`src/design/assert_macros.svh`:
```
// ----------------------------------------------------------------------------
// assert_macros.svh
// assertion helpers for the group_quantized_matvec design file
// ----------------------------------------------------------------------------
`ifndef ASSERT_MACROS_SVH
`define ASSERT_MACROS_SVH

`ifndef ASSERT_OFF

// cond must never hold outside reset
`define ASSERT_NEVER(label, clk, rst_n, cond) \
    label: assert property (@(posedge clk) disable iff (!rst_n) !(cond)) \
        else $error("assertion failed");

// ante implies cons in the same cycle
`define ASSERT_IMPLIES(label, clk, rst_n, ante, cons) \
    label: assert property (@(posedge clk) disable iff (!rst_n) (ante) |-> (cons)) \
        else $error("assertion failed");

`else

`define ASSERT_NEVER(label, clk, rst_n, cond)
`define ASSERT_IMPLIES(label, clk, rst_n, ante, cons)

`endif

`endif

```
`src/design/gqmv_pkg.sv`:
```
// ----------------------------------------------------------------------------
// gqmv_pkg
// types and constants of the group quantized matrix-vector unit
// ----------------------------------------------------------------------------
package gqmv_pkg;

    // sizing, group size and lane count are powers of two
    localparam int MAX_LENGTH       = 4096;
    localparam int GROUP_SIZE       = 64;
    localparam int LANES            = 8;

    localparam int TOKEN_DEPTH      = MAX_LENGTH / LANES;
    localparam int SCALE_DEPTH      = MAX_LENGTH / GROUP_SIZE;
    localparam int CHUNKS_PER_GROUP = GROUP_SIZE / LANES;
    localparam int GROUP_LOG2       = $clog2(GROUP_SIZE);

    localparam int POS_W  = $clog2(TOKEN_DEPTH);
    localparam int GRP_W  = (SCALE_DEPTH > 1) ? $clog2(SCALE_DEPTH) : 1;
    localparam int SUB_W  = (CHUNKS_PER_GROUP > 1) ? $clog2(CHUNKS_PER_GROUP) : 1;
    localparam int GCNT_W = $clog2(SCALE_DEPTH + 1);

    // field widths
    localparam int VLEN_W    = 13;
    localparam int RCNT_W    = 15;
    localparam int ROW_W     = 14;
    localparam int MAX_ROWS  = 16384;
    localparam int LANES_W   = 64;
    localparam int SCALE_W   = 32;
    localparam int SUM_W     = 64;
    localparam int BYTE_W    = 8;

    // arithmetic widths
    localparam int PROD_W = 2 * BYTE_W;
    localparam int DOT_W  = PROD_W + $clog2(GROUP_SIZE);
    localparam int MAC_W  = DOT_W + SCALE_W + 1;

    // configuration port
    localparam int CFG_IDX_W  = 1;
    localparam int CFG_DATA_W = RCNT_W;

    typedef enum logic [CFG_IDX_W-1:0] {
        CFG_VECTOR_LENGTH = 1'b0,
        CFG_ROW_COUNT     = 1'b1
    } t_cfg_idx;

    typedef enum logic {
        CMD_LOAD   = 1'b0,
        CMD_WEIGHT = 1'b1
    } t_cmd;

    // control that travels with a weight chunk down the pipeline
    typedef struct packed {
        logic             close;
        logic             row_end;
        logic [ROW_W-1:0] row_index;
        logic             last_row;
    } t_ctl;

    typedef struct packed {
        logic signed [SUM_W-1:0] row_sum;
        logic [ROW_W-1:0]        row_index;
        logic                    last_row;
    } t_out_item;

endpackage

```
`src/design/gqmv_merge.sv`:
```
// ----------------------------------------------------------------------------
// gqmv_merge
// sums the lane products and keeps the running dot product of the group
// ----------------------------------------------------------------------------
module gqmv_merge import gqmv_pkg::*; (
    input  logic                     i_clk,
    input  logic                     i_rst_n,
    input  logic                     i_valid,
    input  logic                     i_close,
    input  logic signed [PROD_W-1:0] i_products [LANES],
    output logic signed [DOT_W-1:0]  o_dot
);

    logic signed [DOT_W-1:0] w_sum;
    logic signed [DOT_W-1:0] n_dot;
    logic signed [DOT_W-1:0] r_dot;
    logic signed [DOT_W-1:0] r_out;

    always_comb begin
        w_sum = '0;
        for (int k = 0; k < LANES; k++) begin
            w_sum = w_sum + DOT_W'(i_products[k]);
        end
        n_dot = r_dot + w_sum;
    end

    always_ff @(posedge i_clk) begin
        if (!i_rst_n) begin
            r_dot <= '0;
        end else if (i_valid) begin
            r_dot <= i_close ? '0 : n_dot;
        end
    end

    // running group dot product, registered; complete at group close, scaled by the next stage
    always_ff @(posedge i_clk) begin
        r_out <= n_dot;
    end

    assign o_dot = r_out;

endmodule

```
`config.mk`:
```
export PLATFORM = sky130hd
export DESIGN_NAME = gqmv_merge
export DESIGN_NICKNAME = d
export VERILOG_FILES = /design/src/design/assert_macros.svh /design/src/design/gqmv_pkg.sv /design/src/design/gqmv_merge.sv
export SDC_FILE = /design/constraint.sdc
export NUM_CORES = 1
export LEC_CHECK = 0
export BUFFER_PORTS_ARGS = -buffer_cell sky130_fd_sc_hd__buf_2
export CAP_MARGIN = 15
export CELL_PAD_IN_SITES_DETAIL_PLACEMENT = 0
export CELL_PAD_IN_SITES_GLOBAL_PLACEMENT = 1
export CORE_ASPECT_RATIO = 0.8
export CORE_MARGIN = 1
export CORE_UTILIZATION = 44
export CTS_CLUSTER_DIAMETER = 100
export CTS_CLUSTER_SIZE = 8
export DETAILED_ROUTE_END_ITERATION = 10
export GPL_TIMING_DRIVEN = 0
export MAX_ROUTING_LAYER = met4
export PLACE_DENSITY_LB_ADDON = 0.1
export RECOVER_POWER = 25
export SLEW_MARGIN = 20
export SYNTH_ARGS = -nofsm -noshare
export SYNTH_HDL_FRONTEND = slang
export SYNTH_SLANG_ARGS = --single-unit
```
`constraint.sdc`:
```
create_clock -name i_clk -period 13.6 [get_ports i_clk]
set_input_delay 2.72 -clock i_clk [delete_from_list [all_inputs] [get_ports i_clk]]
set_output_delay 2.72 -clock i_clk [all_outputs]
set_load 0.02 [all_outputs]
```
# Yosys cells after proc, flatten, opt, wreduce, memory -nomap -nowiden
# Index checks and enable logic that the tools add are counted.
# W data, S select, Z words.
# word_totals
elab_cells	11
output_inout_bits	22
inputBits	132
register_bits	44
# op_classes
n_addsub	8
muxes	1
# ops
cell	count
$add A21 B16 Y22	1
$add A22 B16 Y22	1
$add A22 B22 Y22	1
$mux W22	1
$add A20 B16 Y21	1
$add A19 B16 Y20	1
$add A18 B16 Y19	1
$add A17 B16 Y18	1
$add A16 B16 Y17	1

# Depth between registers and ports, before layout
# depth
depth_word	9
ltp_mapped	17
ltp_nobuf	17

# Worst setup path after synthesis
# Ideal clock, no wire load.
# synth_path
kind	input -> register
start	input port i_products[98] (netlist bit)
end	register r_dot[20]
setup_ns	0.117
path_slack_ns	6.809
arrival_time_ns	6.674
path_buffers	0
t_required_ns	13.483
cell_stages	15
cell_sequence	fa_1 > fa_1 > fa_1 > inv_1 > fa_1 > inv_1 > ha_1 > fa_1 > a21oi_1 > o211ai_1 > a22o_1 > a31o_2 > a41oi_2 > xnor2_1 > a22o_1
# synth_between
elab_chain_cells	9
# synth_lines
item	line	source
start: declaration	gqmv_merge.sv:10	input logic signed [PROD_W-1:0] i_products [LANES],
$add A16 B16 Y17	gqmv_merge.sv:22	w_sum = w_sum + DOT_W'(i_products[k]);
$add A17 B16 Y18	gqmv_merge.sv:22	
$add A18 B16 Y19	gqmv_merge.sv:22	
$add A19 B16 Y20	gqmv_merge.sv:22	
$add A20 B16 Y21	gqmv_merge.sv:22	
$add A21 B16 Y22	gqmv_merge.sv:22	
$add A22 B16 Y22	gqmv_merge.sv:22	
$add A22 B22 Y22	gqmv_merge.sv:24	n_dot = r_dot + w_sum;
named net n_dot[20]	gqmv_merge.sv:15	logic signed [DOT_W-1:0] n_dot;
$mux W22	gqmv_merge.sv:31	r_dot <= i_close ? '0 : n_dot;
end signal: assignment	gqmv_merge.sv:31	
end: declaration	gqmv_merge.sv:16	logic signed [DOT_W-1:0] r_dot;
# The timed path passes the listed nets, and every way through them passes these cells.
# A chain may end at the register's enable or synchronous reset.

# Worst setup path in the final report
# Same ends and word-level chain as after synthesis.

==> run_results.csv <==
group,metric,value,unit
floorplan,core-area,11780,um2
sta,finalSetupTns,0,ns
synth,synthMuxAreaShare,0,%
floorplan,chipWidth,126.2,um
sta,period_share,50.83,%
grt,grt.total_usage,19.00,%
clock_network,cts-root-buf,"clkbuf_16",
clock_network,numCtsBuffers,5,
synth,yosysTopAreaCell,"fa_1",
critical_path,crit_arrival,7.08,ns
critical_path,r2r_cells,15,
cells_and_area,antennaDiodeCount,0,
sta,setup_viol,0,
synth,yosys.area_share.xor_xnor,3.548,%
grt,antenna_found_initial,0,
clock_network,clk_path_buf_depth,2,
synth,synthTopCellsByArea,"fa_1, dfxtp_1, inv_1",
synth,yosys.area_share.simple,5.114,%
sta,finalHoldViolations,0,
synth,yosysWarnings,0,
synth,synth_area,5431,um2
detailed_routing,ant_nets,0,
synth,synth_top_area_share,47.55,%
synth,yosys.area_share.adder,53.08,%
clock_network,ctsHoldBuffers,0,
status,status,"finished, final reports clean",
floorplan,die_area,12800,um2
clock_network,h-tree-depth,2,
floorplan,die_y,101.4,um
sta,max-slew-margin-rel,58.04,%
cells_and_area,drive_gt1_share,22.08,%
synth,yosysSeqAreaShare,16.22,%
worst_hold_path,hold_start,"r_dot[12]",
grt,grt_first_pass_wirelength,18.59,mm
worst_hold_path,whs_path_depth,2,
clock_network,clkTransAtPathRegs,0.07,ns
critical_path,endpoint_kind,"flip-flop",
detailed_routing,vias,3818,
sta,max_freq,0.1447,GHz
clock_network,post-cts-setup-buffers,0,
synth,synth_area_per_cell,10.21,um2
clock_network,clock_sinks,44,
sta,skew,0.008216,ns
synth,synth_cell_type_count,36,
worst_hold_path,hold_end,"r_dot[12]",
sta,finalCriticalPeriod,6.913,ns
detailed_routing,via_per_inst,4.540,
detailed_routing,drc,0,
synth,syn-num-nets,817,
synth,synth_edf_count,0,
synth,synth-seq-cells,44,
critical_path,path_class,"primary input to flip-flop",
grt,grt_max_degree,15,
grt,first_global_vias,4106,
critical_path,rrSetupSlack,8.94,ns
synth,synthCells,532,
placement,hpwl,9.593,mm
detailed_routing,first_iter_violations,83,
sta,worst_slew_pin_slew,0.6294,ns
sta,rsz0062_at_grt,"no",
sta,report.final.slew_viol_count,0,
detailed_routing,wl,10.63,mm
clock_network,cts-resized-gates,0,
placement,place_congestion,0.7816,
grt,grt_overflow,0,
floorplan,io_pins,154,
synth,synth_ff_type,"dfxtp_1",
detailed_routing,wire_per_inst,12.63,um
synth,synth_top_family_by_area,"adder cells",
clock_network,clk_latency,0.28,ns
critical_path,worstPathMaxFanout,5,
critical_path,reg2reg_to,"r_dot[20]",
detailed_routing,dr.pass1.iters,4,
critical_path,required,13.77,ns
floorplan,num_rows,35,
clock_network,cts_tree,"built",
critical_path,cp-start-kind,"primary input",
cells_and_area,fin_nets,977,
floorplan,start_util,46.11,%
placement,port_buffers,153,
synth,synth_compound_area_share,9.099,%
critical_path,rr_startpoint,"r_dot[2]",
synth,ys_async_sr_fraction,0,%
flow_run,cap_viol_max_count,0,
worst_hold_path,min_path_type,"flip-flop to flip-flop",
cells_and_area,syn2layout_area_growth,20.41,%
## kinds of logic after synthesis
| kind of cell | count (synthesis) |
|---|---|
| buffers and inverters | 187 |
| adders and majority gates | 153 |
| AOI/OAI and AO/OA | 71 |
| and+or+nand+nor | 55 |
| DFF | 44 |
| xor gates and xnor gates | 22 |
## cell type report
cell class / count / area [um2]
flip-flops and latches: 44 / 880.8
clock inverters: 2 / 38.79
fillers: 1101 / 5240
clock buffers: 6 / 138.9
plain buffers: 5 / 20.02
multi-input cells: 301 / 3847
inverters: 182 / 683.2
well taps: 148 / 185.2
repair buffers: 153 / 745.7
## worst max path at each step
stage                   start   endpoint  slack [ns]  cells past startpoint
2_1_floorplan  i_products[98]  r_dot[20]        6.81                     15
3_3_place_gp   i_products[98]  r_dot[20]        6.35                     16
3_5_place_dp   i_products[98]  r_dot[20]        6.36                     16
4_1_cts        i_products[98]  r_dot[20]        6.65                     16
5_1_grt         i_products[2]  r_dot[20]        6.49                     18
6_report       i_products[98]  r_dot[20]        6.69                     16
## worst max-delay path: stages
cell	delay, ns
buf_2	0.11
fa_1	0.58
fa_1	0.45
fa_1	0.54
inv_1	0.05
fa_1	0.47
inv_1	0.04
ha_1	0.20
fa_1	0.49
a21oi_1	0.20
o211ai_1	0.12
a22o_1	0.26
a31o_2	0.30
a41oi_2	0.21
xnor2_1	0.13
a22o_1	0.21
## state kept, by name, summed over array words and instances, names as in the netlist
signal / cells
o_dot: 22
r_dot: 22
## routing by layer
layer  GRT usage (%)  up-vias  share of wire, %  wire length [um]
met5               -        -                 0                 0
met3           2.166        7               4.2               448
met4           2.688        0              0.53                56
li1                -     1879                 -                 -
met1           26.30     1839                49              5214
met2           31.02       93                46              4907
## placed cells by master (no fill, tap or decap), types with 2 or more instances in the layout
master / instances
a211oi_1: 2
a21o_1: 4
a21oi_1: 22
a22o_1: 13
and2_1: 5
buf_2: 138
clkbuf_1: 20
clkbuf_16: 5
dfxtp_1: 44
fa_1: 129
ha_1: 24
inv_1: 182
nand2_1: 16
nand3_1: 4
nor2_1: 9
nor2b_1: 14
nor3_1: 2
o211ai_1: 2
o21a_1: 3
o21ai_0: 10
o22ai_1: 5
o31ai_1: 2
xnor2_1: 14
xor2_1: 8
## cells in the mapped netlist (2+ instances only)
cell type,instances
a211oi_1,2
and2_1,5
inv_1,182
o21a_1,3
nor2b_1,14
ha_1,24
nor3_1,2
clkbuf_1,4
fa_1,129
xnor2_1,14
a21oi_1,22
nor2_1,9
a22o_1,13
o22ai_1,5
xor2_1,8
nand2_1,16
dfxtp_1,44
o211ai_1,2
nand3_1,4
a21o_1,4
o21ai_0,10
o31ai_1,2
## per-stage QoR
stage	cells	utilization, %	setup slack, ns	hold WS [ns]	cell area [um2]
after global placement	833	54.18	6.354	0.4854	6382
after detailed placement	833	54.18	6.356	0.4864	6382
after CTS	841	55.69	6.655	0.4957	6560
after floorplan	532	-	6.809	0.4456	5431
final	841	55.52	6.687	0.4858	6540
after global routing	841	55.52	6.486	0.5283	6540
Power is left out: the tool's default activity adds up to more than one toggle a clock period on the data nets, which glitch-free logic cannot reach.
