File: src/design/assert_macros.svh
// ----------------------------------------------------------------------------
// assert_macros.svh
// assertion helpers for the group_quantized_matvec design file
// ----------------------------------------------------------------------------
`ifndef ASSERT_MACROS_SVH
`define ASSERT_MACROS_SVH

`ifndef ASSERT_OFF

// cond must never hold outside reset
`define ASSERT_NEVER(label, clk, rst_n, cond) \
    label: assert property (@(posedge clk) disable iff (!rst_n) !(cond)) \
        else $error("assertion failed");

// ante implies cons in the same cycle
`define ASSERT_IMPLIES(label, clk, rst_n, ante, cons) \
    label: assert property (@(posedge clk) disable iff (!rst_n) (ante) |-> (cons)) \
        else $error("assertion failed");

`else

`define ASSERT_NEVER(label, clk, rst_n, cond)
`define ASSERT_IMPLIES(label, clk, rst_n, ante, cons)

`endif

`endif

File: src/design/gqmv_pkg.sv
// ----------------------------------------------------------------------------
// gqmv_pkg
// types and constants of the group quantized matrix-vector unit
// ----------------------------------------------------------------------------
package gqmv_pkg;

    // sizing, group size and lane count are powers of two
    localparam int MAX_LENGTH       = 4096;
    localparam int GROUP_SIZE       = 64;
    localparam int LANES            = 8;

    localparam int TOKEN_DEPTH      = MAX_LENGTH / LANES;
    localparam int SCALE_DEPTH      = MAX_LENGTH / GROUP_SIZE;
    localparam int CHUNKS_PER_GROUP = GROUP_SIZE / LANES;
    localparam int GROUP_LOG2       = $clog2(GROUP_SIZE);

    localparam int POS_W  = $clog2(TOKEN_DEPTH);
    localparam int GRP_W  = (SCALE_DEPTH > 1) ? $clog2(SCALE_DEPTH) : 1;
    localparam int SUB_W  = (CHUNKS_PER_GROUP > 1) ? $clog2(CHUNKS_PER_GROUP) : 1;
    localparam int GCNT_W = $clog2(SCALE_DEPTH + 1);

    // field widths
    localparam int VLEN_W    = 13;
    localparam int RCNT_W    = 15;
    localparam int ROW_W     = 14;
    localparam int MAX_ROWS  = 16384;
    localparam int LANES_W   = 64;
    localparam int SCALE_W   = 32;
    localparam int SUM_W     = 64;
    localparam int BYTE_W    = 8;

    // arithmetic widths
    localparam int PROD_W = 2 * BYTE_W;
    localparam int DOT_W  = PROD_W + $clog2(GROUP_SIZE);
    localparam int MAC_W  = DOT_W + SCALE_W + 1;

    // configuration port
    localparam int CFG_IDX_W  = 1;
    localparam int CFG_DATA_W = RCNT_W;

    typedef enum logic [CFG_IDX_W-1:0] {
        CFG_VECTOR_LENGTH = 1'b0,
        CFG_ROW_COUNT     = 1'b1
    } t_cfg_idx;

    typedef enum logic {
        CMD_LOAD   = 1'b0,
        CMD_WEIGHT = 1'b1
    } t_cmd;

    // control that travels with a weight chunk down the pipeline
    typedef struct packed {
        logic             close;
        logic             row_end;
        logic [ROW_W-1:0] row_index;
        logic             last_row;
    } t_ctl;

    typedef struct packed {
        logic signed [SUM_W-1:0] row_sum;
        logic [ROW_W-1:0]        row_index;
        logic                    last_row;
    } t_out_item;

endpackage

File: src/design/gqmv_lane.sv
// ----------------------------------------------------------------------------
// gqmv_lane
// one lane: signed int8 weight times signed int8 token, registered
// ----------------------------------------------------------------------------
module gqmv_lane import gqmv_pkg::*; (
    input  logic                     i_clk,
    input  logic signed [BYTE_W-1:0] i_weight,
    input  logic signed [BYTE_W-1:0] i_token,
    output logic signed [PROD_W-1:0] o_product
);

    logic signed [PROD_W-1:0] r_product;

    always_ff @(posedge i_clk) begin
        r_product <= i_weight * i_token;
    end

    assign o_product = r_product;

endmodule

File: config.mk
export PLATFORM = sky130hd
export DESIGN_NAME = gqmv_lane
export DESIGN_NICKNAME = d
export VERILOG_FILES = /design/src/design/assert_macros.svh /design/src/design/gqmv_pkg.sv /design/src/design/gqmv_lane.sv
export SDC_FILE = /design/constraint.sdc
export NUM_CORES = 1
export LEC_CHECK = 0
export BUFFER_PORTS_ARGS = -buffer_cell sky130_fd_sc_hd__buf_2
export CORE_ASPECT_RATIO = 1.2
export CORE_MARGIN = 10
export CORE_UTILIZATION = 45
export DETAILED_ROUTE_END_ITERATION = 10
export GPL_ROUTABILITY_DRIVEN = 0
export PLACE_DENSITY = 0.68
export SLEW_MARGIN = 10
export SYNTH_ARGS = -nofsm -noshare
export SYNTH_HDL_FRONTEND = slang
export SYNTH_SLANG_ARGS = --single-unit
File: constraint.sdc
create_clock -name i_clk -period 9.23 [get_ports i_clk]
set_input_delay 0.4615 -clock i_clk [delete_from_list [all_inputs] [get_ports i_clk]]
set_output_delay 0.4615 -clock i_clk [all_outputs]
set_load 0.005 [all_outputs]
Word level (Yosys, flattened, before mapping) --
Index checks and enable logic that the tools add are counted. Widths: inputs -> output; s select.
Storage, ports and cells: bits in registers 16, input bits 17
Operators by class: multipliers 1
Operators by type and width (number):
- $mul 8x8->16 | 1

Logic depth before layout (Yosys ltp) --
Gate-level depths: netlist of run 1.
word-level depth 1, mapped depth 17

Worst setup path after synthesis of run 1 --
OpenSTA, ideal clock, no wires.
path type input-to-reg, from input port i_token[4], to register r_product[11], in the netlist o_product[11], arrival time 4.088 ns, required time 9.168 ns, path slack 5.080 ns, stages on the path 15, buffers on the path 0, path through and2_1 > fa_1 > inv_1 > fa_1 > inv_1 > fa_1 > inv_1 > fa_1 > inv_1 > ha_1 > a21o_1 > a21oi_4 > a21boi_1 > or4_1 > nand3_1
On the way: cells in the longest elaborated chain, start to end 1
Ends and longest elaborated chain:
- start: declaration | line gqmv_lane.sv:8 | input logic signed [BYTE_W-1:0] i_token,
- $mul 8x8->16 | line gqmv_lane.sv:15 | r_product <= i_weight * i_token;
- end signal: assignment | line gqmv_lane.sv:15
- end: declaration | line gqmv_lane.sv:12 | logic signed [PROD_W-1:0] r_product;
Every way passes these cells.

Worst setup path after layout of run 1 --
Same ends and word-level chain as after synthesis.

==> results of run 1 <==
-- worst paths after layout --
check / depth (start not counted) / from / endpoint
worst max-delay path: 16 / i_token[4] / o_product[11]
worst min-delay path: 2 / i_weight[0] / o_product[0]
-- cells in the final DEF, fill, tap and decap left out, types with 2 or more instances in the layout --
cell / n
o21ai_0: 3
ha_1: 29
nand3_1: 2
inv_1: 88
buf_2: 32
fa_1: 55
and2_1: 43
nor2_1: 10
nor2b_1: 9
a21oi_1: 7
nor3_1: 2
xor2_1: 3
xnor2_1: 11
dfxtp_1: 16
clkbuf_8: 4
o21a_1: 2
nand2_1: 15
-- worst max-delay path: stages --
cell and delay (ns):
buf_2 0.14, and2_1 0.18, fa_1 0.53, inv_1 0.05
fa_1 0.48, inv_1 0.06, fa_1 0.53, inv_1 0.05
fa_1 0.52, inv_1 0.04, ha_1 0.34, a21o_1 0.20
a21oi_4 0.17, a21boi_1 0.10, or4_1 0.41, nand3_1 0.09
-- per-layer routing --
layer  track usage [%]  vias up  wire length (microns)
met2              23.1       26                   2950
met5                 0        -                      0
met4              3.53        0                     92
li1                  -      981                      -
met3              1.81        6                    141
met1              13.5     1004                   2060
-- area by class of cell --
cell class / count / area share [%]
clock buffers: 4 / 1.72
inverters: 88 / 10.3
multi-input cells: 205 / 69.7
flip-flops and latches: 16 / 10.0
well taps: 82 / 3.21
repair buffers: 32 / 5.02
-- power groups by stage --
stage / Combinational, mW / Clock (mW) / Sequential, mW
4_1_cts: 0.628 / 0.0656 / 0.115
3_3_place_gp: 0.613 / 0 / 0.116
6_report: 0.613 / 0.0634 / 0.114
2_1_floorplan: 0.481 / 0 / 0.122
3_5_place_dp: 0.623 / 0 / 0.116
5_1_grt: 0.717 / 0.0680 / 0.117
-- kinds of logic after synthesis --
group	Yosys count	share of synthesized area, %
simple gates	86	16.8
xor+xnor	14	4.27
flops	16	11.1
mux	1	0.392
buf+inv	88	11.5
fa+ha+maj	84	50.9
compound gates	20	4.96
-- metrics by stage --
step	power, mW	util [%]
after floorplan	0.603	-
after global placement	0.729	51.2
after detailed placement	0.739	51.2
after CTS	0.809	52.1
after global routing	0.902	52.1
final	0.790	52.1
==> flow_summary.ini, run 1 <==
[finish]
syn2layout_area_growth_pct = 11.1
nets = 447
drive_above_1_share_pct = 11.9
multi_input_area_sq_um = 2220
fillers = 606
largest_register_ffs = 16
final_cells = 427
seq_area_sq_um = 320
stdcell_area_sq_um = 3190
antennaDiodeCount = 0

[detailed_routing]
ant_nets = 0
via_per_inst = 4.72
num_vias = 2017
drc = 0
firstDrtPassIters = 4
initialDrtViolationCount = 90
routed_wirelength_microns = 5240
routedWlPerCell_microns = 12.3

[global_route]
grt_pass1_wl_microns = 9990
grt_usage_pct = 12.1
first_global_vias = 2233
grt_max_degree = 10
grt-ovfl-total = 0
antenna_found_initial = 0

[yosys]
synthesis.nets = 410
synth_edf_count = 0
synth-seq-cells = 16
synth_area_leaders = fa_1, ha_1, inv_1, dfxtp_1, and2_1
syn_inst = 309
async_reset_ff_share_pct = 0
synthTopCellsByCount = inv_1, fa_1, and2_1
syn_area_sq_um = 2870
postSynthAreaPerCell_sq_um = 9.30
ys_seq_area_share_pct = 11.1
synth_flop_cell = dfxtp_1
synth.most_common_cell = inv_1
synth_cell_types = 29
ys_warn_count = 0
synth.largest_area_cell = fa_1
synth_top_area_share_pct = 38.3

[critical_path]
cp.required_ns = 9.42
cp-start-kind = primary input
crit_fanout = 8
cp-end-kind = flip-flop
critPathArrivalTime_ns = 4.36
critical_path_class = in -> reg

[place]
port_buffers = 32
dpl_cell_area_sq_um = 3140
pre_cts_ws_ns = 4.79
dpl.hpwl_microns = 4670
place_inst = 423

[timing]
setup_slack_ns = 5.06
setup_viol = 0
tns_ns = 0
worstMarginPinSlew_ns = 0.328
finalMaxSlewViolations = 0
hold_violations = 0
rsz0062_at_grt = no
relSlewSlack_pct = 78.1
min_period_over_period_pct = 45.2
fmax_mhz = 240
final.min_clock_period_ns = 4.17
hold-worst-slack_ns = 0.502

[floorplanning]
ios = 33
fp.dieW_microns = 93.0
start_util_pct = 46.9
dieHeight_microns = 108
fp.dieArea_sq_um = 10000
row_count = 31
coreArea_sq_um = 6130

[run_status]
status = finished, final reports clean

[pwr]
netSwitchingFraction_pct = 46.0
power_switching_uw = 363
peakVddDrop_v = 0.000204
pwr-share-clk_pct = 8.0
power_leakage_nw = 1.65
p_int_uw = 427
p_per_area_nw_per_um2 = 248
share_seq_of_total_power_pct = 14.5
p_comb_share_pct = 77.5

[clock_network]
cts_tree = done
cts_resized = 0
root_buffer = clkbuf_8
hold_buffers = 0
cts.sink_count = 16
cts_made_buffers = 3
cts.clk_slew.worst_paths_ns = 0.07
clk_path_buf_depth = 2
htree_levels = 1
cts_setup_buffers = 0

[min_path]
hp-class = in -> reg

[flow_run]
maxCapViolCount = 0
No activity file was read; power rests on OpenSTA's default activity.
==> inputs of run 2 (changes only) <==
Clock period 9.23 ns to 3.86 ns, I/O delays scaled along.
==> run 2 against run 1 <==
Against the previous run: wire length is 1.9% higher; combinational power grew to 2.8 times the previous value; global-route usage is 0.060 points higher; sequential cell count stayed put; via count is 5.2% higher; cell area is 9.8% higher; non-clock buffer count is 33 higher; final cell count is 7.7% higher; total power grew to 2.7 times the previous value; sequential power is 140% higher; setup slack worse by 4.9 ns; largest cell class unchanged; largest power group unchanged.
==> flow_summary.ini, run 2 (synthesis results as in run 1) <==
[finish]
stdcell_area_sq_um = 3500
final_cell_mix = inv_1, fa_1, and2_1, buf_4, buf_2
drive_above_1_share_pct = 23.0
final_common_cell = inv_1
post-route-util_pct = 57.2
largest_register_ffs = 16
antennaDiodeCount = 0
nets = 480
syn2layout_area_growth_pct = 21.9

[critical_path]
critPathArrivalTime_ns = 3.86
cp-start-kind = primary input
cp.required_ns = 4.05
crit_fanout = 4
cp-end-kind = flip-flop
critical_path_class = in -> reg

[clock_network]
cts.clk_slew.worst_paths_ns = 0.07
htree_levels = 1
cts_made_buffers = 3
cts.sink_count = 16
root_buffer = clkbuf_8
clk_path_buf_depth = 2
cts_tree = done

[global_route]
first_global_vias = 2387
antenna_found_initial = 0
top_usage_layer = met2
grt_use_met2_pct = 23.3
met3_usage_pct = 1.88
grt_use_met1_pct = 13.2
grt_pass1_wl_microns = 10100
grt_usage_pct = 12.2
grt_max_degree = 10
grt-ovfl-total = 0

[timing]
tns_ns = 0
fmax_mhz = 272
worstMarginPinSlew_ns = 0.339
relSlewSlack_pct = 77.2
final.min_clock_period_ns = 3.68
min_period_over_period_pct = 95.3
hold_violations = 0
setup_viol = 0
rsz0062_at_grt = yes
setup_slack_ns = 0.183
finalMaxSlewViolations = 0

[detailed_routing]
num_vias = 2121
ant_nets = 0
initialDrtViolationCount = 62
firstDrtPassIters = 4
routed_wirelength_microns = 5340
drc = 0
routedWlPerCell_microns = 11.6
via_per_inst = 4.61

[place]
port_buffers = 32
pre_cts_ws_ns = -0.193
dpl.hpwl_microns = 4870
dpl_cell_area_sq_um = 3400

[min_path]
hold_depth = 2
min_to = o_product[0]
hp-start = i_token[0]
hp-class = in -> reg

[floorplanning]
ios = 33
start_util_pct = 46.9
dieHeight_microns = 108
row_count = 31
coreArea_sq_um = 6130
fp.dieW_microns = 93.0
fp.dieArea_sq_um = 10000

[flow_run]
maxCapViolCount = 0

[pwr]
p_per_area_nw_per_um2 = 611
power_leakage_nw = 1.83
peakVddDrop_v = 0.000497

[run_status]
status = finished, final reports clean
-- run 2: changes by cell type in the layout (fill, tap and decap cells not counted), sizes merged --
cell and delta:
clkbuf +1, buf +32
-- run 2: layout make-up --
class	count	area (sq um)
fill	601	2630
inverter	88	330
clock buffer	4	55.1
sequential	16	320
multi-input combinational	205	2280
timing repair buffer	65	417
tap	82	103
-- run 2: how the worst max path moves through the flow --
stage	from	end	slack, ns	cells after the start
2_1_floorplan	i_token[4]	o_product[11]	0.06	15
3_3_place_gp	i_token[4]	o_product[11]	-0.14	16
3_5_place_dp	i_token[4]	o_product[11]	-0.19	16
4_1_cts	i_token[4]	o_product[11]	0.08	16
5_1_grt	i_token[4]	o_product[14]	-0.01	15
6_report	i_token[5]	o_product[15]	0.18	16
-- run 2: stage by stage --
stage	power [mW]	cells	hold WS [ns]
final	2.14	460	0.207
after global routing	2.45	460	0.221
after CTS	2.12	460	0.249
after detailed placement	1.95	456	0.512
after global placement	1.92	456	0.508
after floorplan	1.46	309	0.315
-- run 2: layer usage --
layer  part of all wire [%]  vias to the layer above  wire length [microns]
met5                      0                        -                      0
met4                    1.4                        0                     74
met3                    2.8                        4                    147
met2                     56                       22                   3020
met1                     39                     1050                   2100
li1                       -                     1045                      -
-- run 2: where the power goes --
| part | internal [mW] | leakage [nW] | total, mW | switching, mW |
|---|---|---|---|---|
| logic | 0.864 | 1.66 | 1.71 | 0.849 |
| registers | 0.259 | 0.135 | 0.272 | 0.0132 |
| clock network | 0.0906 | 0.0288 | 0.155 | 0.0647 |
| total | 1.21 | 1.83 | 2.14 | 0.927 |
-- run 2: timing repair --
| action | in CTS | in global routing |
|---|---|---|
| endpoints found under the hold margin | 0 | 0 |
| setup endpoints to repair | 0 | 6 |
| gates resized for setup | 0 | 17 |
| hold buffers | 0 | 0 |
| buffers inserted | 0 | 0 |
-- run 2: worst max-delay path, stage by stage --
cell     delay [ns]
buf_2          0.12
buf_4          0.14
and2_1         0.14
fa_1           0.48
inv_1          0.06
fa_1           0.52
inv_1          0.06
fa_1           0.53
inv_1          0.05
fa_1           0.52
inv_1          0.04
ha_1           0.33
nand4_1        0.12
a21oi_2        0.06
o41ai_2        0.34
xnor2_1        0.15
