==> config.mk <==
export PLATFORM = sky130hd
export DESIGN_NAME = gqmv_ram
export DESIGN_NICKNAME = d
export VERILOG_FILES = /design/src/design/assert_macros.svh /design/src/design/gqmv_ram.sv
export SDC_FILE = /design/constraint.sdc
export NUM_CORES = 1
export LEC_CHECK = 0
export BUFFER_PORTS_ARGS = -buffer_cell sky130_fd_sc_hd__buf_2
export CAP_MARGIN = 20
export CORE_UTILIZATION = 50
export DETAILED_ROUTE_END_ITERATION = 12
export GPL_TIMING_DRIVEN = 0
export PLACE_DENSITY = 0.67
export SYNTH_ARGS = -nofsm -noshare
export SYNTH_HDL_FRONTEND = slang
export SYNTH_SLANG_ARGS = --single-unit
==> constraint.sdc <==
create_clock -name i_clk -period 2.8 [get_ports i_clk]
set_clock_uncertainty 0.2 [all_clocks]
set_input_delay 0.56 -clock i_clk [delete_from_list [all_inputs] [get_ports i_clk]]
set_output_delay 0.56 -clock i_clk [all_outputs]
set_load 0.005 [all_outputs]
==> src/design/assert_macros.svh <==
// ----------------------------------------------------------------------------
// assert_macros.svh
// assertion helpers for the group_quantized_matvec design file
// ----------------------------------------------------------------------------
`ifndef ASSERT_MACROS_SVH
`define ASSERT_MACROS_SVH

`ifndef ASSERT_OFF

// cond must never hold outside reset
`define ASSERT_NEVER(label, clk, rst_n, cond) \
    label: assert property (@(posedge clk) disable iff (!rst_n) !(cond)) \
        else $error("assertion failed");

// ante implies cons in the same cycle
`define ASSERT_IMPLIES(label, clk, rst_n, ante, cons) \
    label: assert property (@(posedge clk) disable iff (!rst_n) (ante) |-> (cons)) \
        else $error("assertion failed");

`else

`define ASSERT_NEVER(label, clk, rst_n, cond)
`define ASSERT_IMPLIES(label, clk, rst_n, ante, cons)

`endif

`endif

==> src/design/gqmv_ram.sv <==
// ----------------------------------------------------------------------------
// gqmv_ram
// generic single write, single read ram with registered read data
// ----------------------------------------------------------------------------
module gqmv_ram #(
    parameter int WIDTH = 8,
    parameter int DEPTH = 16
) (
    input  logic                     i_clk,
    input  logic                     i_we,
    input  logic [$clog2(DEPTH)-1:0] i_waddr,
    input  logic [WIDTH-1:0]         i_wdata,
    input  logic [$clog2(DEPTH)-1:0] i_raddr,
    output logic [WIDTH-1:0]         o_rdata
);

    logic [WIDTH-1:0] r_mem [DEPTH];
    logic [WIDTH-1:0] r_rdata;

    always_ff @(posedge i_clk) begin
        if (i_we) begin
            r_mem[i_waddr] <= i_wdata;
        end
        r_rdata <= r_mem[i_raddr];
    end

    assign o_rdata = r_rdata;

endmodule

---- After elaboration in Yosys (flattened, before gate mapping) ----
Memories as Yosys holds them, arrays and structs flattened. A register that Yosys moved wholly into a read port is not among the register bits.
Index checks and enable logic that the tools add are counted.
word-level totals
  logic and storage cells ................. 3
  register bits ........................... 0
  RAM bits ................................ 128
  output and inout port bits .............. 8
  memories kept ........................... 1
  input port bits ......................... 18
operators by class
  multiplexer cells ....................... 2
memories
  name   depth  width  read ports  clocked after Yosys merged registers in  wr ports  line            text
  r_mem  16     8      1           1                                        1         gqmv_ram.sv:17  logic [WIDTH-1:0] r_mem [DEPTH];
operators with widths
  cell              number
  2-to-1 mux 1 bit  2

---- Logic depth before layout (Yosys ltp) ----
Gate-level depths: netlist (run 1).
  depth in word-level cells ............... 2
  gate-level depth with buffers ........... 5
  gate-level depth less buffers ........... 3

---- Worst setup path before layout (run 1) ----
OpenSTA, ideal clock, no wires.
  path type ............................... input to register
  start ................................... in i_waddr[2]
  end ..................................... mem r_mem[0][0] (enable)
  cell stages on the path ................. 2
  path buffers ............................ 0
  required time ........................... 2.217 ns
  data arrival time ....................... 1.670 ns
  slack ................................... 0.547 ns
  path through ............................ or3b_2 -> nor3_1
RTL lines
  what             line            text
  start, declared  gqmv_ram.sv:11  input logic [$clog2(DEPTH)-1:0] i_waddr,
  end, declared    gqmv_ram.sv:17
Straight into the memory's write port.

---- Worst setup path after layout (run 1) ----
  start ................................... in i_waddr[2]
  end ..................................... mem r_mem[0][0] (enable)
Straight into the memory's write port.

==> results.txt, run 1 <==
----------------------------------------------------
[Pwr]
  Lkg Pwr ... about 0.0021 uW
  Internal portion of total power ... 4075 uW
  Gate power share ... 4.2%
  PwrDens ... a little over 800 mW/mm^2
  Switching Power ... between 900 and 1000 uW
  Total power ... between 4000 and 5000 uW
  Switching power as a share of total power ... 18.30%
  Fraction of power consumed by sequential logic ... between 40% and 50%
  Clock group share of total power ... approximately half
  Max rail drop VDD ... around 0.47 mV

[Logic synthesis]
  Post-Synth Adder-Cell Area ... 0%
  Simple-gate share of the synthesized area ... ~3.2%
  Top-area cell type share of the netlist area ... 74.67%
  Compound-cell area share of the yosys netlist ... between 2 and 2.5%
  Sequential element share of the synthesized area ... a little under 80%
  Library cell with the largest summed area after synthesis ... sky130_fd_sc_hd__edfxtp_1
  Count of distinct cell types in the synthesized netlist ... 19
  Syn avg cell area ... 22.48 sq um
  Top post-synthesis cells by area ... sky130_fd_sc_hd__edfxtp_1 (75%), sky130_fd_sc_hd__mux4_2 (7.9%), sky130_fd_sc_hd__mux4_1 (7.1%), sky130_fd_sc_hd__dfxtp_1 (3.1%), sky130_fd_sc_hd__a22oi_1 (2.3%)
  Synth Instances ... between 200 and 250
  Register bit total from synthesis ... ~140
  Combinational family with the most area after synthesis ... multiplexers
  Synthesized net count ... ~250
  XOR/XNOR share of the synthesized area ... 0%
  Cell area after synthesis ... between 0.005 and 0.006 sq mm
  Fraction of synthesized area in multiplexers ... between 15 and 20%
  Synthesis warning total ... 0

[Clocking]
  Clock tree from TritonCTS ... done
  Root buffer cell ... sky130_fd_sc_hd__clkbuf_8
  H-tree depth ... 4
  Clock input transition at the sequential cells of the worst setup and hold paths ... about 0.060 ns
  Worst skew pair latency ... roughly 0.52 ns
  Clock Path Buffers ... 2
  Clock net sink count ... about 140
  Hold Buf Count CTS ... 0
  Number of post-CTS setup repair buffers ... 0
  Post-cts repair resize count ... 0
  Number of buffers inserted during clock tree synthesis ... 17

[Worst setup path]
  Req. time, crit path ... 2.83 ns
  Largest delay share family, worst path ... simple AND/OR/NAND/NOR gates
  Critical path buffer and inverter count ... 2
  Critical path launch point type ... primary input
  Largest fanout on the critical path ... 5
  CP Cell Sequence ... buf_2 -> or3b_2 -> nor3_1 -> buf_4
  Master of the slowest instance on the critical path ... sky130_fd_sc_hd__nor3_1
  Critical path class ... primary input to flop
  Kind of end point of the critical path ... flop
  Peak per-stage delay on the critical path ... 0.67 ns
  Arrival time of data at the critical path endpoint ... around 2.2 ns

[STA]
  Worst relative slew slack ... roughly 42%
  Transition time of the tightest slew-check pin ... between 0.8 and 0.9 ns
  Fin crit period ... around 2.1 ns
  Portion of the clock cycle consumed by the worst path in the final layout ... approximately 76%
  Hold Fails Final Rpt ... 0
  Setup repair after global routing missed its margin ... false
  Max Clock Freq ... between 0.4 and 0.5 GHz
  Slew Limit Fails ... 0
  Finish-stage setup viols ... 0

[Placement]
  Post-detailed-placement half-perimeter wirelength ... 5940 microns
  Global placement routability congestion ... roughly 0.68
  Input/output buffers ... 24
  Placed cell count ... 390

[Routing]
  TritonRoute pass-1 iters ... 4
  Number of design rule violations left after detail routing ... 0
  Routed Wire Length ... just over 9000 microns
  Final ANT Viol Nets ... 0
  DR vias/cell ... about 5.5
  Drt first-iter violations ... around 240
  Vias after detailed routing ... 2,323
  Routed WL per cell ... approximately 22 microns

[Outcome]
  Run status ... completed

[Finish]
  Net count, final ... 294
  Filler-free cell count of the finished design ... 422
  Antenna diode instance count ... 0
  Total area of sequential cells ... between 0.004 and 0.005 sq mm
  Most common cell after layout, fill and taps aside ... sky130_fd_sc_hd__edfxtp_1
  Share of layout cells above drive strength 1 ... a little under a third
  Area used by multi-input combinational logic ... approximately 0.0011 sq mm
  Signed area change from the synthesized netlist to the final layout ... 19.18%
  Top library cells by usage in the layout, fill and taps aside ... sky130_fd_sc_hd__edfxtp_1 (128), sky130_fd_sc_hd__buf_2 (27), sky130_fd_sc_hd__mux4_2 (18)
  Fillers ... 685

[GRT]
  Maximum number of pins on one net before global-route repair ... 17
  Antenna violations before repair ... 0
  GRT Residual Overflow ... 0
  First-pass GRT wire length ... ~14,000 microns
  Number of global-route vias before repair ... ~2,300
  All-layer global routing usage ... between 15 and 20%

[Flow run]
  Max-cap viol count ... 0

[Floorplanning]
  Starting density of the core ... between 50% and 60%
  # IOs ... 26
  Die Width ... between 100 and 150 microns
  Area of the core region ... about 0.0099 sq mm
  Number of core rows ... 36
  Overall die height ... 103.5 microns
  Area of the die ... between 0.01 and 0.015 sq mm

[Min path]
  Hold/Removal Path Class ... primary input to flop

----------------------------------------------------
## flip-flops by register name, indices dropped and copies added, names as in the netlist
signal   flops
o_rdata      8
r_mem      128
## final cells by class
class | count | area share, %
clock inverter | 14 | 4.120
tap | 133 | 2.713
clock buffer | 18 | 6.812
buffer | 10 | 1.407
timing repair buffer | 28 | 2.447
multi-input combinational | 83 | 17.23
sequential | 136 | 65.27
## kinds of logic (layout without fill, tap and decap cells)
logic type | count (synthesis) | count (layout)
flops | 136 | 136
simple gates | 35 | 35
buf+inv | 10 | 70
compound gates | 16 | 16
mux | 32 | 32
## synth_stat cells (all sizes together)
| cell | count |
|---|---|
| edfxtp | 128 |
| mux4 | 32 |
| a22oi | 16 |
| nor2 | 13 |
| nand2 | 9 |
| dfxtp | 8 |
| buf | 7 |
| nor3 | 4 |
| clkdlybuf4s25 | 3 |
| nand2b | 2 |
| nand3b | 2 |
| and2 | 1 |
| and2b | 1 |
| nand3 | 1 |
| nor2b | 1 |
| or3b | 1 |
## per-stage QoR
stage / utilization, % / cell area [sq um] / setup TNS [ns] / hold WS, ns / setup WS (ns)
final: 62.19 / 6135 / 0 / 0.2423 / 0.6825
after global routing: 62.19 / 6135 / 0 / 0.2430 / 0.6115
after CTS: 62.19 / 6135 / 0 / 0.2330 / 0.6686
after detailed placement: 55.39 / 5464 / 0 / 0.4803 / 0.1660
after global placement: 55.09 / 5434 / -0.1627 / 0.4629 / -0.02058
after floorplan: - / 5147 / 0 / 0.4293 / 0.5471
## worst register-to-register path, delay by kind of cell (launching register included)
family	cells	cell delay [ns]
AND/OR/NAND/NOR	1	0.10
flip-flops	1	0.36
AO/OA/AOI/OAI	1	0.28
multiplexers	1	0.55
## path summary, 6_finish.rpt
path                                    from            to  slack [ns]  cells after the start
worst min register to register  r_mem[11][7]    o_rdata[7]        0.49                      3
worst max-delay path              i_waddr[2]   r_mem[0][0]        0.68                      4
worst max register to register   r_mem[5][3]    o_rdata[3]        1.20                      3
worst min-delay path              i_wdata[1]  r_mem[12][1]        0.24                      1
## per-layer routing
metal | GRT usage [%] | share of wire (%)
met4 | 8.451 | 1.5
met1 | 27.39 | 44
met5 | 0 | 0
met3 | 5.376 | 5.6
met2 | 30.11 | 49
## power by group through the flow
stage          clock, uW  combinational, uW  sequential [uW]
2_1_floorplan          0                116             2330
3_3_place_gp           0                210             2330
3_5_place_dp           0                216             2330
4_1_cts             2510                216             2290
5_1_grt             2590                231             2290
6_report            2490                212             2290
Note: power is estimated with default switching activity, not from simulation.
==> inputs of run 2 (changes only) <==
Settings changed: ABC_AREA set to 1, PLACE_DENSITY 0.67 to 0.7.
Clock period 2.8 ns to 1.7 ns, I/O delays scaled along.
==> run 2 against run 1 <==
  * Global-route usage is 5.5 points higher
  * Count of clock-buffer cells in the layout did not move
  * Synthesized cell count grew 140%
  * Critical path depth stayed put
  * Combinational power grew 130%
  * Non-clock buffer count increased by 8
  * Clock power is 45% higher
  * Sequential share of layout area fell by 5.0 points
  * Total power increased by 58%
  * Critical path type unchanged
  * Critical endpoint is now r_mem[1][5]
  * Largest power group is now sequential cells
==> results.txt, run 2 <==
----------------------------------------------------
[Outcome]
  Run status ... completed

[Floorplanning]
  Area of the die ... 0.01197 sq mm (+12%)
  Number of core rows ... 38 (+5.6%)
  # IOs ... 26 (unchanged)
  Overall die height ... 109.4 microns (+5.7%)
  Starting density of the core ... 52.28% (+0.098 points)
  Die Width ... 109.4 microns (+5.7%)
  Area of the core region ... 0.01103 sq mm (+12%)

[Routing]
  Vias after detailed routing ... 3,872 (+67%)
  Drt first-iter violations ... 324 (+38%)
  Routed WL per cell ... 18.38 microns (-17%)
  Final ANT Viol Nets ... 0 (unchanged)
  Routed Wire Length ... 13,700 microns (+47%)
  DR vias/cell ... 5.197 (-5.6%)
  TritonRoute pass-1 iters ... 7 (+3)
  Number of design rule violations left after detail routing ... 0 (unchanged)

[STA]
  Max Clock Freq ... ~0.63 GHz
  Transition time of the tightest slew-check pin ... 0.8337 ns (-0.03121 ns)
  Final-layout worst hold slack ... 0.1464 ns (-0.09594 ns)
  Final setup TNS ... 0 ns (unchanged)
  Fin crit period ... about 1.6 ns
  Slew Limit Fails ... 0 (unchanged)
  Worst relative slew slack ... 44.21% (+2.1 points)
  Portion of the clock cycle consumed by the worst path in the final layout ... just over 90%
  Setup repair after global routing missed its margin ... false
  Hold Fails Final Rpt ... 0 (unchanged)
  Finish-stage setup viols ... 0 (unchanged)

[Worst setup path]
  CP Cell Sequence ... buf_2 -> inv_1 -> nand2_1 -> nor2_1
  FF-to-FF Start ... r_mem[14][0]
  Master of the slowest instance on the critical path ... sky130_fd_sc_hd__nor2_1
  Arrival time of data at the critical path endpoint ... 1.42 ns (-0.73 ns)
  FF-to-FF End ... o_rdata[0]
  Kind of end point of the critical path ... flop
  Largest delay share family, worst path ... simple AND/OR/NAND/NOR gates
  Largest fanout on the critical path ... 8 (+3)
  Peak per-stage delay on the critical path ... 0.70 ns (+0.03 ns)
  Req. time, crit path ... 1.54 ns (-1.29 ns)
  Critical path class ... primary input to flop
  Critical path buffer and inverter count ... 2 (unchanged)
  Setup slack of the most critical reg-to-reg path ... 0.48 ns (-0.72 ns)
  Worst r2r path cells ... 6 (+3)
  Critical path launch point type ... primary input

[Logic synthesis]
  Synthesis warning total ... 0 (unchanged)
  Library cell with the largest summed area after synthesis ... sky130_fd_sc_hd__edfxtp_1
  Most common cell in the netlist ... sky130_fd_sc_hd__nand2_1
  Syn avg cell area ... 10.47 sq um (-53%)
  Most instantiated flip-flop cell in the synthesis netlist ... sky130_fd_sc_hd__edfxtp_1
  Number of enable flip-flop cells after synthesis ... 128 (unchanged)
  Synth cell count leaders ... sky130_fd_sc_hd__nand2_1 (173), sky130_fd_sc_hd__edfxtp_1 (128), sky130_fd_sc_hd__inv_1 (100), sky130_fd_sc_hd__nand3_1 (97), sky130_fd_sc_hd__nor2_1 (17)
  Synthesized net count ... 569 (+130%)
  Sequential element share of the synthesized area ... 69.43% (-8.4 points)
  Count of distinct cell types in the synthesized netlist ... 12 (-7)
  Synth Instances ... 551 (+140%)
  Cell area after synthesis ... 0.005767 sq mm (+12%)
  Register bit total from synthesis ... 136 (unchanged)
  Top post-synthesis cells by area ... sky130_fd_sc_hd__edfxtp_1 (67%), sky130_fd_sc_hd__nand2_1 (11%), sky130_fd_sc_hd__nand3_1 (8.4%), sky130_fd_sc_hd__inv_1 (6.5%), sky130_fd_sc_hd__dfxtp_1 (2.8%)
  Fraction of registers with async set/reset ... 0% (unchanged)
  Top-area cell type share of the netlist area ... 66.65% (-8.0 points)

[Clocking]
  Number of buffers inserted during clock tree synthesis ... 17 (unchanged)
  Hold Buf Count CTS ... 0 (unchanged)
  Worst skew pair latency ... 0.41 ns (-0.11 ns)
  Clock tree from TritonCTS ... done
  H-tree depth ... 4 (unchanged)
  Clock Path Buffers ... 2 (unchanged)
  Clock input transition at the sequential cells of the worst setup and hold paths ... 0.06 ns (about the same)
  Number of post-CTS setup repair buffers ... 0 (unchanged)
  Root buffer cell ... sky130_fd_sc_hd__clkbuf_16
  Clock net sink count ... 136 (unchanged)

[Placement]
  Input/output buffers ... 22 (-8.3%)
  Placed cell count ... 713 (+83%)
  Global placement routability congestion ... 0.8731 (+28%)
  Post-detailed-placement half-perimeter wirelength ... 9081 microns (+53%)

[GRT]
  All-layer global routing usage ... 25.36% (+5.5 points)
  Maximum number of pins on one net before global-route repair ... 17 (unchanged)
  Antenna violations before repair ... 0 (unchanged)
  GRT Residual Overflow ... 0 (unchanged)
  Number of global-route vias before repair ... 3,737 (+60%)
  First-pass GRT wire length ... 21,010 microns (+53%)

[Pwr]
  Lkg Pwr ... 0.002901 uW (+39%)
  Max rail drop VDD ... 0.7517 mV (+61%)
  PwrDens ... 1186 mW/mm^2 (+46%)

[Finish]
  Share of layout cells above drive strength 1 ... 13.06% (-17 points)
  Register name with the most flops ... r_mem
  Antenna diode instance count ... 0 (unchanged)
  Most common cell after layout, fill and taps aside ... sky130_fd_sc_hd__nand2_1
  Top library cells by usage in the layout, fill and taps aside ... sky130_fd_sc_hd__nand2_1 (173), sky130_fd_sc_hd__edfxtp_1 (128), sky130_fd_sc_hd__inv_1 (100)
  Filler-free cell count of the finished design ... 745 (+77%)
  Signed area change from the synthesized netlist to the final layout ... 15.21%
  Largest register FFs ... 128 (unchanged)
  Net count, final ... 610 (+110%)

[Flow run]
  Max-cap viol count ... 0 (unchanged)

[Min path]
  Hold/Removal Path Class ... primary input to flop
  Origin of the worst min-delay path ... i_raddr[2]
  Worst hold stages ... 4 (+3)
  Hold endpoint ... o_rdata[0]

----------------------------------------------------
==> run 2: routing by layer <==
layer | share of wire [%] | global-route usage, % | vias to the layer above
met2 | 47 | 38.01 | 163
met4 | 2.1 | 11.05 | 0
li1 | - | - | 1862
met1 | 44 | 36.49 | 1825
met5 | 0 | 0 | -
met3 | 7.2 | 4.505 | 22
==> run 2: worst max-delay path by stage <==
stage	start	slack (ns)	end	cells after the start
after floorplan	i_waddr[2]	0.21	r_mem[10][0]	2
after global placement	i_waddr[1]	-0.30	r_mem[13][6]	4
after detailed placement	i_waddr[1]	-0.36	r_mem[12][6]	4
after CTS	i_waddr[1]	0.07	r_mem[12][0]	4
after global routing	i_waddr[3]	0.04	r_mem[7][4]	3
final	i_waddr[1]	0.11	r_mem[1][5]	4
==> run 2: what timing repair did <==
| item | in CTS | in global routing |
|---|---|---|
| setup endpoints to repair | 0 | 14 |
| gates resized for setup | 0 | 2 |
| hold endpoints to repair | 0 | 0 |
==> run 2: layout make-up <==
class                           instances  area (sq um)
Sequential cell                       136          4004
Clock inverter                         14         157.7
Multi-Input combinational cell        289          1219
Inverter                              102         382.9
Tap cell                              140         175.2
Fill cell                             925          4387
Clock buffer                           18         429.2
Buffer                                 24         166.4
Timing Repair Buffer                   22         110.1
==> run 2: power breakdown <==
group          total [uW]  switching [uW]  internal (uW)
combinational         488             345            144
sequential           3770            18.3           3750
clock                3620            1330           2290
==> run 2: metrics by stage <==
step	worst slack [ns]	instance area [sq um]	total power (uW)	util [%]
floorplan	0.2092	5767	4103	-
global placement	-0.2953	6052	4305	54.87
detailed placement	-0.3605	6052	4317	54.87
CTS	0.07055	6639	7886	60.19
global route	0.04323	6644	8069	60.23
finish	0.1143	6644	7876	60.23
==> run 2: cell families after synthesis <==
kind of cell	count (synthesis)	synth area share (%)
buf+inv	126	9.525
flops	136	69.43
simple gates	289	21.05
==> run 2: worst reg2reg max path: stages (launching register included) <==
cell	delay (ns)
sky130_fd_sc_hd__edfxtp_1	0.36
sky130_fd_sc_hd__inv_1	0.07
sky130_fd_sc_hd__nand2_1	0.05
sky130_fd_sc_hd__nand3_1	0.10
sky130_fd_sc_hd__nand3_1	0.08
sky130_fd_sc_hd__nand3_1	0.17
sky130_fd_sc_hd__nand2_1	0.07
==> inputs of run 3 (changes only) <==
Settings changed: ABC_CLOCK_PERIOD_IN_PS set to 1700, CELL_PAD_IN_SITES_DETAIL_PLACEMENT set to 1, CELL_PAD_IN_SITES_GLOBAL_PLACEMENT set to 2, CORE_UTILIZATION 50 to 36, PLACE_DENSITY 0.7 to not set, PLACE_DENSITY_LB_ADDON set to 0.1.
==> run 3 against run 2 <==
  * Sequential power about the same
  * Utilization down 17 points
  * First-iteration DRC count up 16%
  * Total power up 0.14%
  * Die area up 38%
  * Count of clock-buffer cells in the layout up 4
  * Sequential cell count unchanged
  * Routed wire length up 20%
  * Combinational power up 5.5%
  * Critical path type unchanged
  * Largest cell class unchanged
==> results.txt, run 3 (synthesized netlist as in run 2, its figures left out) <==
----------------------------------------------------
[Outcome]
  Run status ... completed

[STA]
  Hold Fails Final Rpt ... 0 (unchanged)
  Slew Limit Fails ... 0 (unchanged)
  Transition time of the tightest slew-check pin ... 1.057 ns (+0.2233 ns)
  Max Clock Freq ... 0.6048 GHz (-4.1%)
  Final setup TNS ... 0 ns (unchanged)
  Worst relative slew slack ... 29.27% (-15 points)
  Fin crit period ... 1.653 ns (+0.06772 ns)
  Setup repair after global routing missed its margin ... true
  Finish-stage setup viols ... 0 (unchanged)
  Portion of the clock cycle consumed by the worst path in the final layout ... 97.26% (+4.0 points)

[Finish]
  Register name with the most flops ... r_mem
  Net count, final ... 610 (unchanged)
  Signed area change from the synthesized netlist to the final layout ... 16.62%
  Share of layout cells above drive strength 1 ... 12.40% (-0.66 points)
  Total area of sequential cells ... 0.004004 sq mm (unchanged)
  Largest register FFs ... 128 (unchanged)
  Post-layout utilization of the core ... 43.59% (-17 points)
  Top library cells by usage in the layout, fill and taps aside ... sky130_fd_sc_hd__nand2_1 (173), sky130_fd_sc_hd__edfxtp_1 (128), sky130_fd_sc_hd__inv_1 (100)
  Area used by multi-input combinational logic ... 0.001224 sq mm (+0.41%)
  Fillers ... 1,780 (+92%)
  Most common cell after layout, fill and taps aside ... sky130_fd_sc_hd__nand2_1

[Floorplanning]
  Die Width ... 128.6 microns (+18%)
  Number of core rows ... 45 (+18%)
  Area of the core region ... 0.01543 sq mm (+40%)
  Starting density of the core ... 37.38% (-15 points)
  Area of the die ... 0.01653 sq mm (+38%)
  # IOs ... 26 (unchanged)
  Overall die height ... 128.6 microns (+18%)

[Routing]
  Vias after detailed routing ... 3,900 (+0.72%)
  Drt first-iter violations ... 375 (+16%)
  DR vias/cell ... 4.774 (-8.2%)
  Routed Wire Length ... 16,480 microns (+20%)
  Final ANT Viol Nets ... 0 (unchanged)
  Number of design rule violations left after detail routing ... 0 (unchanged)
  TritonRoute pass-1 iters ... 4 (-3)
  Routed WL per cell ... 20.18 microns (+9.7%)

[Clocking]
  Worst skew pair latency ... 0.41 ns (about the same)
  Clock net sink count ... 136 (unchanged)
  H-tree depth ... 4 (unchanged)
  Number of buffers inserted during clock tree synthesis ... 17 (unchanged)
  Clock Path Buffers ... 2 (unchanged)
  Clock input transition at the sequential cells of the worst setup and hold paths ... 0.06 ns (about the same)
  Number of post-CTS setup repair buffers ... 0 (unchanged)
  Root buffer cell ... sky130_fd_sc_hd__clkbuf_16
  Clock tree from TritonCTS ... done

[GRT]
  Antenna violations before repair ... 0 (unchanged)
  First-pass GRT wire length ... 25,090 microns (+19%)
  All-layer global routing usage ... 21.87% (-3.5 points)
  Maximum number of pins on one net before global-route repair ... 17 (unchanged)
  GRT Residual Overflow ... 0 (unchanged)
  Number of global-route vias before repair ... 4,032 (+7.9%)

[Min path]
  Hold/Removal Path Class ... primary input to flop
  Worst hold stages ... 1 (-3)

[Worst setup path]
  CP Cell Sequence ... buf_2 -> nand3b_1 -> nor2_1
  Req. time, crit path ... 1.53 ns (about the same)
  Master of the slowest instance on the critical path ... sky130_fd_sc_hd__nor2_1
  Arrival time of data at the critical path endpoint ... 1.48 ns (+0.06 ns)
  Largest fanout on the critical path ... 8 (unchanged)
  Critical path launch point type ... primary input
  Peak per-stage delay on the critical path ... 0.80 ns (+0.10 ns)
  Kind of end point of the critical path ... flop
  Critical path class ... primary input to flop
  Worst r2r path cells ... 6 (unchanged)

[Pwr]
  Max rail drop VDD ... 0.6697 mV (-11%)
  Lkg Pwr ... 0.002885 uW (-0.56%)
  PwrDens ... 1173 mW/mm^2 (-1.1%)
  Total power ... 7887 uW (+0.14%)

[Flow run]
  Max-cap viol count ... 0 (unchanged)

[Placement]
  Post-detailed-placement half-perimeter wirelength ... 10,880 microns (+20%)
  Global placement routability congestion ... 0.7242 (-17%)
  Input/output buffers ... 22 (unchanged)

----------------------------------------------------
run 3: cell types whose count changed in the layout (fill, tap and decap cells not counted):
cell / change
sky130_fd_sc_hd__clkinv_1: +2
sky130_fd_sc_hd__nor2_1: -2
sky130_fd_sc_hd__nor2_2: +2
sky130_fd_sc_hd__diode_2: +1
sky130_fd_sc_hd__clkinv_4: -2
sky130_fd_sc_hd__clkbuf_1: +4
sky130_fd_sc_hd__clkinv_2: -4
run 3: repair_timing:
| item | CTS | global route |
|---|---|---|
| gates cloned | 0 | 0 |
| resized for setup | 1 | 3 |
| pin swaps | 0 | 0 |
| hold buffers | 0 | 0 |
| endpoints found under the setup margin | 8 | 26 |
run 3: path summary, 6_finish.rpt:
path	startpoint	end	slack, ns
worst min register to register	r_mem[5][1]	o_rdata[1]	0.51
worst max-delay path	i_waddr[2]	r_mem[8][5]	0.05
worst max register to register	r_mem[11][0]	o_rdata[0]	0.40
worst min-delay path	i_wdata[6]	r_mem[3][6]	0.15
run 3: layout make-up:
| type | instances | area share [%] |
|---|---|---|
| Antenna cell | 1 | 0.03721 |
| Buffer | 24 | 2.474 |
| Clock buffer | 22 | 6.605 |
| Clock inverter | 10 | 1.898 |
| Inverter | 102 | 5.693 |
| Multi-Input combinational cell | 289 | 18.20 |
| Sequential cell | 136 | 59.53 |
| Tap cell | 211 | 3.926 |
| Timing Repair Buffer | 22 | 1.637 |
run 3: metal layers:
metal	wire (microns)	GRT usage, %	vias up
li1	-	-	1860
met1	8078	31.21	1932
met2	7506	33.83	88
met3	577	3.659	20
met4	321	7.474	0
met5	0	0	-
run 3: where the power goes:
group / switching, uW / internal, uW
combinational: 371 / 144
clock: 1320 / 2290
sequential: 19.4 / 3750
run 3: metrics by stage:
stage / instance area [sq um] / instances / hold slack (ns) / worst slack [ns]
floorplan: 5767 / 551 / 0.2389 / 0.2092
global route: 6723 / 816 / 0.1540 / -0.01592
global placement: 6141 / 784 / 0.4875 / -0.4145
finish: 6725 / 817 / 0.1508 / 0.04658
CTS: 6715 / 816 / 0.1408 / 0.007394
detailed placement: 6141 / 784 / 0.4970 / -0.4523
run 3: worst max-delay path: cells and delay by family:
kind                   cells  cell delay, ns
AND/OR/NAND/NOR            2            1.02
buffers and inverters      1            0.12
